==> config.mk <==
export PLATFORM = sky130hd
export DESIGN_NAME = running_lcm_of_periods_core_flat
export DESIGN_NICKNAME = d
export VERILOG_FILES = /design/src/rtl/rlcm_pkg.sv /design/src/rtl/rlcm_in_if.sv /design/src/rtl/rlcm_out_if.sv /design/src/rtl/running_lcm_of_periods_core.sv /design/src/rtl/rlcm_alu.sv /design/src/flat_wrapper.sv
export SDC_FILE = /design/constraint.sdc
export NUM_CORES = 2
export LEC_CHECK = 0
export BUFFER_PORTS_ARGS = -buffer_cell sky130_fd_sc_hd__buf_2
export CORE_MARGIN = 3
export CORE_UTILIZATION = 45
export CTS_CLUSTER_DIAMETER = 150
export DETAILED_ROUTE_END_ITERATION = 7
export GPL_ROUTABILITY_DRIVEN = 1
export GPL_TIMING_DRIVEN = 0
export PLACE_DENSITY = 0.74
export SETUP_SLACK_MARGIN = 0.3
export SYNTH_ARGS = -nofsm -noshare
export SYNTH_HDL_FRONTEND = slang
export SYNTH_HIERARCHICAL = 1
export SYNTH_SLANG_ARGS = --single-unit
==> constraint.sdc <==
create_clock -name clk -period 24.1 [get_ports clk]
set_clock_uncertainty 0.1 [all_clocks]
set_input_delay 4.82 -clock clk [delete_from_list [all_inputs] [get_ports clk]]
set_output_delay 4.82 -clock clk [all_outputs]
set_load 0.03 [all_outputs]
==> src/rtl/rlcm_pkg.sv <==
// Package for the running LCM block: constants, state and unit codes,
// and the request and response structs of the shared arithmetic unit.
// No dependencies.
package rlcm_pkg;

  localparam int unsigned MAX_ITEMS = 16;
  localparam int unsigned CNT_W = 9;
  localparam int unsigned WORD_W = 64;
  localparam int unsigned LCM_W = 63;
  localparam logic [LCM_W-1:0] LCM_MAX = {LCM_W{1'b1}};
  localparam logic [WORD_W-1:0] HUNDRED = 64'd100;
  localparam logic [7:0] SCALE_HUNDREDTHS = 8'd100;
  localparam logic [7:0] SCALE_DAYS = 8'd1;

  typedef enum logic {
    ALU_DIV,
    ALU_MUL
  } alu_op_t;

  typedef enum logic [3:0] {
    ST_IDLE,
    ST_FOLD,
    ST_GCD,
    ST_GCD_WAIT,
    ST_Q_WAIT,
    ST_MUL_START,
    ST_MUL_WAIT,
    ST_NEXT,
    ST_FIN,
    ST_FIN_WAIT,
    ST_OUT
  } state_t;

  typedef struct packed {
    logic start;
    alu_op_t op;
    logic [WORD_W-1:0] a;
    logic [WORD_W-1:0] b;
  } alu_req_t;

  typedef struct packed {
    logic busy;
    logic done;
    logic [WORD_W-1:0] quo;
    logic [WORD_W-1:0] rem;
    logic [LCM_W-1:0] prod;
    logic ovf;
  } alu_rsp_t;

endpackage

==> src/rtl/rlcm_in_if.sv <==
// Input channel of the running LCM block: valid, ready and one period item.
// Depends on nothing.
interface rlcm_in_if;
  logic valid;
  logic ready;
  logic signed [31:0] period;
  logic [7:0] scale;
  logic last_item;

  modport source(output valid, period, scale, last_item, input ready);
  modport sink(input valid, period, scale, last_item, output ready);
endinterface

==> src/rtl/rlcm_out_if.sv <==
// Result channel of the running LCM block: valid, ready and one result item.
// Depends on nothing.
interface rlcm_out_if;
  logic valid;
  logic ready;
  logic [62:0] recur_days;
  logic [8:0] items_used;
  logic overflowed;

  modport source(output valid, recur_days, items_used, overflowed, input ready);
  modport sink(input valid, recur_days, items_used, overflowed, output ready);
endinterface

==> src/rtl/running_lcm_of_periods_core.sv <==
// Top level of the running LCM block: sequencer, running state and result
// register around the shared arithmetic unit.
// Depends on rlcm_pkg, rlcm_in_if, rlcm_out_if and rlcm_alu.
//
// Usage: period items arrive on in_ch with valid/ready; an item is taken
// when both are high. Each item is folded into a plain and a promoted LCM
// with Euclid's algorithm, one division per remainder step, then a division
// and a multiplication, all on one shared unit. The first item of a run
// only loads both LCMs without the unit; in_ch ready is low while an item
// is folded. An item marked last adds one division by 100 when hundredths
// were seen, then loads the result register on out_ch. While the receiver
// stalls, the result waits there and later items are still taken; only the
// next last item waits until the register is free.
// Reset clears the run and the result register. Items past the cap of 16
// are counted for nothing but still end the run.
module running_lcm_of_periods_core
  import rlcm_pkg::*;
(
  input logic clk,
  input logic rst_n,
  rlcm_in_if.sink in_ch,
  rlcm_out_if.source out_ch
);

  state_t state_r, state_nxt;
  alu_req_t alu_req;
  alu_rsp_t alu_rsp;

  logic [LCM_W-1:0] lcm_plain_r, lcm_prom_r, ga_r, gb_r, v_r, q_r, fin_r;
  logic [LCM_W-1:0] p_plain_r, p_prom_r;
  logic ovf_plain_r, ovf_prom_r, saw_r, last_r, sel_r;
  logic [CNT_W-1:0] cnt_r;
  logic out_valid_r;
  logic [LCM_W-1:0] out_lcm_r;
  logic [CNT_W-1:0] out_cnt_r;
  logic out_ovf_r;

  logic accept;
  logic [31:0] raw;
  logic [LCM_W-1:0] p_in;
  logic [LCM_W-1:0] cur_acc;
  logic cur_ovf;
  logic res_ovf;

  rlcm_alu u_alu (
    .clk(clk),
    .rst_n(rst_n),
    .req(alu_req),
    .rsp(alu_rsp)
  );

  assign accept = in_ch.valid && in_ch.ready;
  assign raw = in_ch.period;
  assign p_in = (raw[31] || raw == '0) ? LCM_W'(1) : LCM_W'(raw);
  assign cur_acc = sel_r ? lcm_prom_r : lcm_plain_r;
  assign cur_ovf = sel_r ? ovf_prom_r : ovf_plain_r;
  assign res_ovf = saw_r ? ovf_prom_r : ovf_plain_r;

  always_comb begin
    state_nxt = state_r;
    case (state_r)
      ST_IDLE: begin
        if (accept) begin
          if (cnt_r < CNT_W'(MAX_ITEMS)) state_nxt = ST_FOLD;
          else if (in_ch.last_item) state_nxt = ST_FIN;
        end
      end
      ST_FOLD: state_nxt = (cur_ovf || cur_acc == '0) ? ST_NEXT : ST_GCD;
      ST_GCD: state_nxt = (gb_r == '0) ? ST_Q_WAIT : ST_GCD_WAIT;
      ST_GCD_WAIT: if (alu_rsp.done) state_nxt = ST_GCD;
      ST_Q_WAIT: if (alu_rsp.done) state_nxt = ST_MUL_START;
      ST_MUL_START: state_nxt = ST_MUL_WAIT;
      ST_MUL_WAIT: if (alu_rsp.done) state_nxt = ST_NEXT;
      ST_NEXT: begin
        if (!sel_r) state_nxt = ST_FOLD;
        else if (last_r) state_nxt = ST_FIN;
        else state_nxt = ST_IDLE;
      end
      ST_FIN: state_nxt = saw_r ? ST_FIN_WAIT : ST_OUT;
      ST_FIN_WAIT: if (alu_rsp.done) state_nxt = ST_OUT;
      ST_OUT: if (!out_valid_r) state_nxt = ST_IDLE;
      default: state_nxt = ST_IDLE;
    endcase
  end

  always_comb begin
    alu_req.start = 1'b0;
    alu_req.op = ALU_DIV;
    alu_req.a = '0;
    alu_req.b = '0;
    case (state_r)
      ST_GCD: begin
        alu_req.start = 1'b1;
        if (gb_r == '0) begin
          alu_req.a = {1'b0, cur_acc};
          alu_req.b = {1'b0, ga_r};
        end else begin
          alu_req.a = {1'b0, ga_r};
          alu_req.b = {1'b0, gb_r};
        end
      end
      ST_MUL_START: begin
        alu_req.start = 1'b1;
        alu_req.op = ALU_MUL;
        alu_req.a = {1'b0, q_r};
        alu_req.b = {1'b0, v_r};
      end
      ST_FIN: begin
        alu_req.start = saw_r;
        alu_req.a = {1'b0, lcm_prom_r};
        alu_req.b = HUNDRED;
      end
      default: alu_req.start = 1'b0;
    endcase
  end

  assign in_ch.ready = (state_r == ST_IDLE);

  always_ff @(posedge clk) begin
    if (!rst_n) begin
      state_r <= ST_IDLE;
      lcm_plain_r <= '0;
      lcm_prom_r <= '0;
      ovf_plain_r <= 1'b0;
      ovf_prom_r <= 1'b0;
      saw_r <= 1'b0;
      cnt_r <= '0;
      out_valid_r <= 1'b0;
    end else begin
      state_r <= state_nxt;
      if (out_valid_r && out_ch.ready) out_valid_r <= 1'b0;
      case (state_r)
        ST_IDLE: begin
          if (accept) begin
            if (in_ch.scale == SCALE_HUNDREDTHS) saw_r <= 1'b1;
            last_r <= in_ch.last_item;
            sel_r <= 1'b0;
            if (cnt_r < CNT_W'(MAX_ITEMS)) begin
              cnt_r <= cnt_r + CNT_W'(1);
              p_plain_r <= p_in;
              p_prom_r <= (in_ch.scale == SCALE_DAYS) ? LCM_W'(p_in * LCM_W'(100)) : p_in;
            end
          end
        end
        ST_FOLD: begin
          v_r <= sel_r ? p_prom_r : p_plain_r;
          ga_r <= cur_acc;
          gb_r <= sel_r ? p_prom_r : p_plain_r;
          if (!cur_ovf && cur_acc == '0) begin
            if (sel_r) lcm_prom_r <= p_prom_r;
            else lcm_plain_r <= p_plain_r;
          end
        end
        ST_GCD_WAIT: begin
          if (alu_rsp.done) begin
            ga_r <= gb_r;
            gb_r <= alu_rsp.rem[LCM_W-1:0];
          end
        end
        ST_Q_WAIT: if (alu_rsp.done) q_r <= alu_rsp.quo[LCM_W-1:0];
        ST_MUL_WAIT: begin
          if (alu_rsp.done) begin
            if (sel_r) begin
              lcm_prom_r <= alu_rsp.ovf ? LCM_MAX : alu_rsp.prod;
              ovf_prom_r <= alu_rsp.ovf;
            end else begin
              lcm_plain_r <= alu_rsp.ovf ? LCM_MAX : alu_rsp.prod;
              ovf_plain_r <= alu_rsp.ovf;
            end
          end
        end
        ST_NEXT: sel_r <= 1'b1;
        ST_FIN: fin_r <= lcm_plain_r;
        ST_FIN_WAIT: if (alu_rsp.done) fin_r <= alu_rsp.quo[LCM_W-1:0];
        ST_OUT: begin
          if (!out_valid_r) begin
            out_valid_r <= 1'b1;
            out_lcm_r <= res_ovf ? LCM_MAX : fin_r;
            out_cnt_r <= cnt_r;
            out_ovf_r <= res_ovf;
            lcm_plain_r <= '0;
            lcm_prom_r <= '0;
            ovf_plain_r <= 1'b0;
            ovf_prom_r <= 1'b0;
            saw_r <= 1'b0;
            cnt_r <= '0;
          end
        end
        default: sel_r <= sel_r;
      endcase
    end
  end

  assign out_ch.valid = out_valid_r;
  assign out_ch.recur_days = out_lcm_r;
  assign out_ch.items_used = out_cnt_r;
  assign out_ch.overflowed = out_ovf_r;

  a_alu_idle: assert property (@(posedge clk) disable iff (!rst_n)
    state_r == ST_IDLE |-> !alu_rsp.busy) else $error("unit busy while idle");
  a_cnt_cap: assert property (@(posedge clk) disable iff (!rst_n)
    cnt_r <= CNT_W'(MAX_ITEMS)) else $error("item count past cap");
  a_plain_sat: assert property (@(posedge clk) disable iff (!rst_n)
    ovf_plain_r |-> lcm_plain_r == LCM_MAX) else $error("plain chain not saturated");
  a_prom_sat: assert property (@(posedge clk) disable iff (!rst_n)
    ovf_prom_r |-> lcm_prom_r == LCM_MAX) else $error("promoted chain not saturated");

endmodule

==> src/rtl/rlcm_alu.sv <==
// Shared arithmetic unit: bit-serial 64-bit division (one quotient bit per
// cycle) and shift-add multiplication with saturation detection.
// Depends on rlcm_pkg.
module rlcm_alu
  import rlcm_pkg::*;
(
  input  logic     clk,
  input  logic     rst_n,
  input  alu_req_t req,
  output alu_rsp_t rsp
);

  logic busy_r, done_r, big_r, ovf_r;
  alu_op_t op_r;
  logic [5:0] cnt_r;
  logic [WORD_W-1:0] x_r, y_r;
  logic [WORD_W:0] acc_r;
  logic [WORD_W:0] rs;
  logic ge;
  logic [WORD_W-1:0] sum;

  always_comb begin
    rs = {acc_r[WORD_W-1:0], x_r[WORD_W-1]};
    ge = rs >= {1'b0, y_r};
    sum = acc_r[WORD_W-1:0] + x_r;
  end

  always_ff @(posedge clk) begin
    if (!rst_n) begin
      busy_r <= 1'b0;
      done_r <= 1'b0;
    end else begin
      done_r <= 1'b0;
      if (!busy_r && req.start) begin
        busy_r <= 1'b1;
        op_r <= req.op;
        x_r <= req.a;
        y_r <= req.b;
        acc_r <= '0;
        cnt_r <= '0;
        big_r <= 1'b0;
        ovf_r <= 1'b0;
      end else if (busy_r) begin
        case (op_r)
          ALU_DIV: begin
            acc_r <= ge ? (rs - {1'b0, y_r}) : rs;
            x_r <= {x_r[WORD_W-2:0], ge};
            cnt_r <= cnt_r + 6'd1;
            if (cnt_r == 6'd63) begin
              busy_r <= 1'b0;
              done_r <= 1'b1;
            end
          end
          ALU_MUL: begin
            if (y_r == '0 || ovf_r) begin
              busy_r <= 1'b0;
              done_r <= 1'b1;
            end else begin
              if (y_r[0]) begin
                acc_r <= {1'b0, sum};
                if (big_r || sum[WORD_W-1]) ovf_r <= 1'b1;
              end
              big_r <= big_r | x_r[WORD_W-2];
              x_r <= {x_r[WORD_W-2:0], 1'b0};
              y_r <= {1'b0, y_r[WORD_W-1:1]};
            end
          end
          default: busy_r <= 1'b0;
        endcase
      end
    end
  end

  assign rsp.busy = busy_r;
  assign rsp.done = done_r;
  assign rsp.quo = x_r;
  assign rsp.rem = acc_r[WORD_W-1:0];
  assign rsp.prod = acc_r[LCM_W-1:0];
  assign rsp.ovf = ovf_r;

endmodule

==> src/flat_wrapper.sv <==
// flat-port wrapper written by rule: the top's interface ports become plain ports
module running_lcm_of_periods_core_flat import rlcm_pkg::*;
  (clk, rst_n, in_ch_valid, in_ch_period, in_ch_scale, in_ch_last_item, in_ch_ready, out_ch_valid, out_ch_recur_days, out_ch_items_used, out_ch_overflowed, out_ch_ready);
  rlcm_in_if in_ch_i ();
  rlcm_out_if out_ch_i ();
  input logic clk;
  input logic rst_n;
  input wire logic [$bits(in_ch_i.valid)-1:0] in_ch_valid;
  input wire logic [$bits(in_ch_i.period)-1:0] in_ch_period;
  input wire logic [$bits(in_ch_i.scale)-1:0] in_ch_scale;
  input wire logic [$bits(in_ch_i.last_item)-1:0] in_ch_last_item;
  output wire logic [$bits(in_ch_i.ready)-1:0] in_ch_ready;
  output wire logic [$bits(out_ch_i.valid)-1:0] out_ch_valid;
  output wire logic [$bits(out_ch_i.recur_days)-1:0] out_ch_recur_days;
  output wire logic [$bits(out_ch_i.items_used)-1:0] out_ch_items_used;
  output wire logic [$bits(out_ch_i.overflowed)-1:0] out_ch_overflowed;
  input wire logic [$bits(out_ch_i.ready)-1:0] out_ch_ready;
  assign in_ch_i.valid = in_ch_valid;
  assign in_ch_i.period = in_ch_period;
  assign in_ch_i.scale = in_ch_scale;
  assign in_ch_i.last_item = in_ch_last_item;
  assign in_ch_ready = in_ch_i.ready;
  assign out_ch_valid = out_ch_i.valid;
  assign out_ch_recur_days = out_ch_i.recur_days;
  assign out_ch_items_used = out_ch_i.items_used;
  assign out_ch_overflowed = out_ch_i.overflowed;
  assign out_ch_i.ready = out_ch_ready;
  running_lcm_of_periods_core u_core (.clk(clk), .rst_n(rst_n), .in_ch(in_ch_i), .out_ch(out_ch_i));
endmodule
==> impl_metrics.tcl <==
set metrics [dict create \
    status "finished with violations" \
    violations "capacitance limit, slew limit" \
    clock_path_buffers 3 \
    cts_hold_buf 0 \
    grt_antenna_before_repair 5 \
    syn_area_mm2 0.0472 \
    reg2reg_depth 9 \
    grt_pass1_wl_um 256000 \
    worstPathMaxFanout 10 \
    cap_viol_max_count 1 \
    multi_input_area_mm2 0.0227 \
    cp_num_buf_inv 5 \
    htreeDepth 3 \
    r2r_start "u_core/state_r[2]" \
    placed_area_mm2 0.0500 \
    end_kind "flip-flop" \
    cts_root_buf "clkbuf_16" \
    crit_type "input pin to flip-flop" \
    clkSinkCount 783 \
    rsz0062_at_grt "false" \
    die_area_mm2 0.109 \
    fmax_ghz 0.104 \
    wire_per_inst_um 27.2 \
    die_y_um 330 \
    drt_first_pass_iters 8 \
    r2r_slack_ns 18.75 \
    drcViolationCount 0 \
    reg2reg_to "u_core/u_alu/acc_r[14]" \
    total_power_w 0.00531 \
    core_area_mm2 0.104 \
    final_layout_size_suffix_gt1_share_pct 11.6 \
    vias 41268 \
    timing.final.crit_share_pct 40.1 \
    die_w_um 330 \
    area_delta_synth_final_pct 11.9 \
    fin_crit_ns 9.65 \
    postLayoutSetupSlackWorst_ns 14.45 \
    tns_ns 0 \
    critical_path_depth 22 \
    portBuffers 119 \
    cts.repair.resized 0 \
    synth.avg_cell_area_um2 9.64 \
    cp_slowest_stage_delay_ns 0.56 \
    track_usage_pct 32.0 \
    max_slew_margin_pct -5.66 \
    cts_buffers 85 \
    overflow 0 \
    reg_top3 "u_core/u_alu/acc_r (64), u_core/u_alu/x_r (64), u_core/u_alu/y_r (64)" \
    worstSetupStartpointType "input pin" \
    ios 120 \
    post_cts_buffers 0 \
    cpMaxStageDelayCell "nor4_1" \
    critPathCapture "u_core/p_prom_r[33]" \
    vias_per_cell 6.25 \
    start_util_pct 45.4 \
    fillers 9511 \
    clk_pin_slew_worst_paths_ns 0.06 \
    critical_path_required_ns 24.45 \
    rows 118 \
    tightestPinTransition_ns 1.58 \
    power_leakage_nw 20.3 \
    grt_max_degree 67 \
    finalNetCount 5444 \
    finalHoldViolCount 0 \
    wl_um 179000 \
    finalSetupViolations 0 \
    path_cells "buf_2 -> nor4_1 -> nand4_1 -> nor2_1 -> nor2_1 -> clkbuf_1 -> nand2_1 -> inv_1 -> ha_1 -> ha_1 -> inv_1 -> fa_1 -> inv_1 -> ha_1 -> nand3_1 -> nor4_1 -> o2111ai_1 -> a21oi_1 -> o211ai_2 -> a211oi_1 -> nor3_1 -> nor3_1" \
    grt_pass1_vias 38577 \
    report.final.slew_viol_count 16 \
    syn_inst 4894 \
    path_delay_family "simple AND/OR/NAND/NOR gates" \
    cts_tree "built" \
    ys.warnings.count 6 \
    powerDensity_mw_per_mm2 101 \
    startpoint "in_ch_period[0]" \
    pre_cts_slack_ns 13.87 \
    critPathArrivalTime_ns 10.00 \
    fin_area_mm2 0.0528 \
    min-delay-path-class "flip-flop to flip-flop" \
    insertion_delay_ns 0.68 \
    whs_ns 0.387 \
    seq_area_mm2 0.0221 \
    peakVddDrop_v 0.0000938 \
    drtAntennaViolNets 0 \
    dp_hpwl_um 140000 \
    place_congestion 1.03 \
    drt-initial-drc-count 6193 \
]
worst register-to-register path: stages, from the launching register on:
cell and delay [ns]:
dfxtp_1 0.39, clkbuf_1 0.40, nand2b_1 0.21, mux2_2 0.30
o21ai_0 0.79, nor2b_1 0.35, clkbuf_1 0.56, clkbuf_1 1.14
clkbuf_1 0.68, nor2_1 0.14
power by group:
group          switching (W)  internal [W]  leakage, nW  total, W
sequential          0.000240       0.00174         7.04   0.00198
clock               0.000567      0.000752         1.34   0.00132
combinational        0.00133      0.000686         11.9   0.00202
worst min-delay path by stage:
stage,cells past startpoint,start,slack (ns),to
3_3_place_gp,0,u_core/cnt_r[8],0.37,u_core/out_ch.items_used[8]
4_1_cts,0,u_core/cnt_r[6],0.39,u_core/out_ch.items_used[6]
2_1_floorplan,0,u_core/cnt_r[6],0.35,u_core/out_ch.items_used[6]
3_5_place_dp,0,u_core/cnt_r[6],0.38,u_core/out_ch.items_used[6]
6_report,0,u_core/cnt_r[1],0.39,u_core/out_ch.items_used[1]
5_1_grt,0,u_core/cnt_r[6],0.40,u_core/out_ch.items_used[6]
cell type report:
type / count / share of cell area, %
antenna: 10 / 0.0474
timing repair buffer: 155 / 1.92
sequential: 783 / 41.8
clock inverter: 39 / 0.671
tap: 1380 / 3.27
multi-input combinational: 3533 / 42.9
clock buffer: 121 / 4.56
inverter: 224 / 1.59
buffer: 358 / 3.22
metrics by stage:
step / util (%) / cells
2_1_floorplan: - / 4898
3_3_place_gp: 47.7 / 6397
3_5_place_dp: 48.2 / 6433
4_1_cts: 50.8 / 6593
5_1_grt: 50.8 / 6595
6_report: 50.9 / 6603
per-layer routing:
metal / track usage [%] / vias up / share of wire (%) / wire length (um)
li1: - / 18143 / - / -
met1: 41.8 / 19744 / 37 / 67200
met2: 47.8 / 2778 / 43 / 76800
met3: 6.60 / 603 / 12 / 20800
met4: 22.3 / 0 / 8.1 / 14500
met5: 0 / - / 0 / 0
placed cells by master (no fill, tap or decap), drive strengths merged, types with 139 or more instances in the layout:
master and n:
clkbuf 352, buf 282, inv 228, dfxtp 145, nand2 561, o21ai 399, ha 230, mux2 139
a21oi 416, edfxtp 638, a211oi 155, nor2 542
Note: power is estimated with default switching activity, not from simulation.
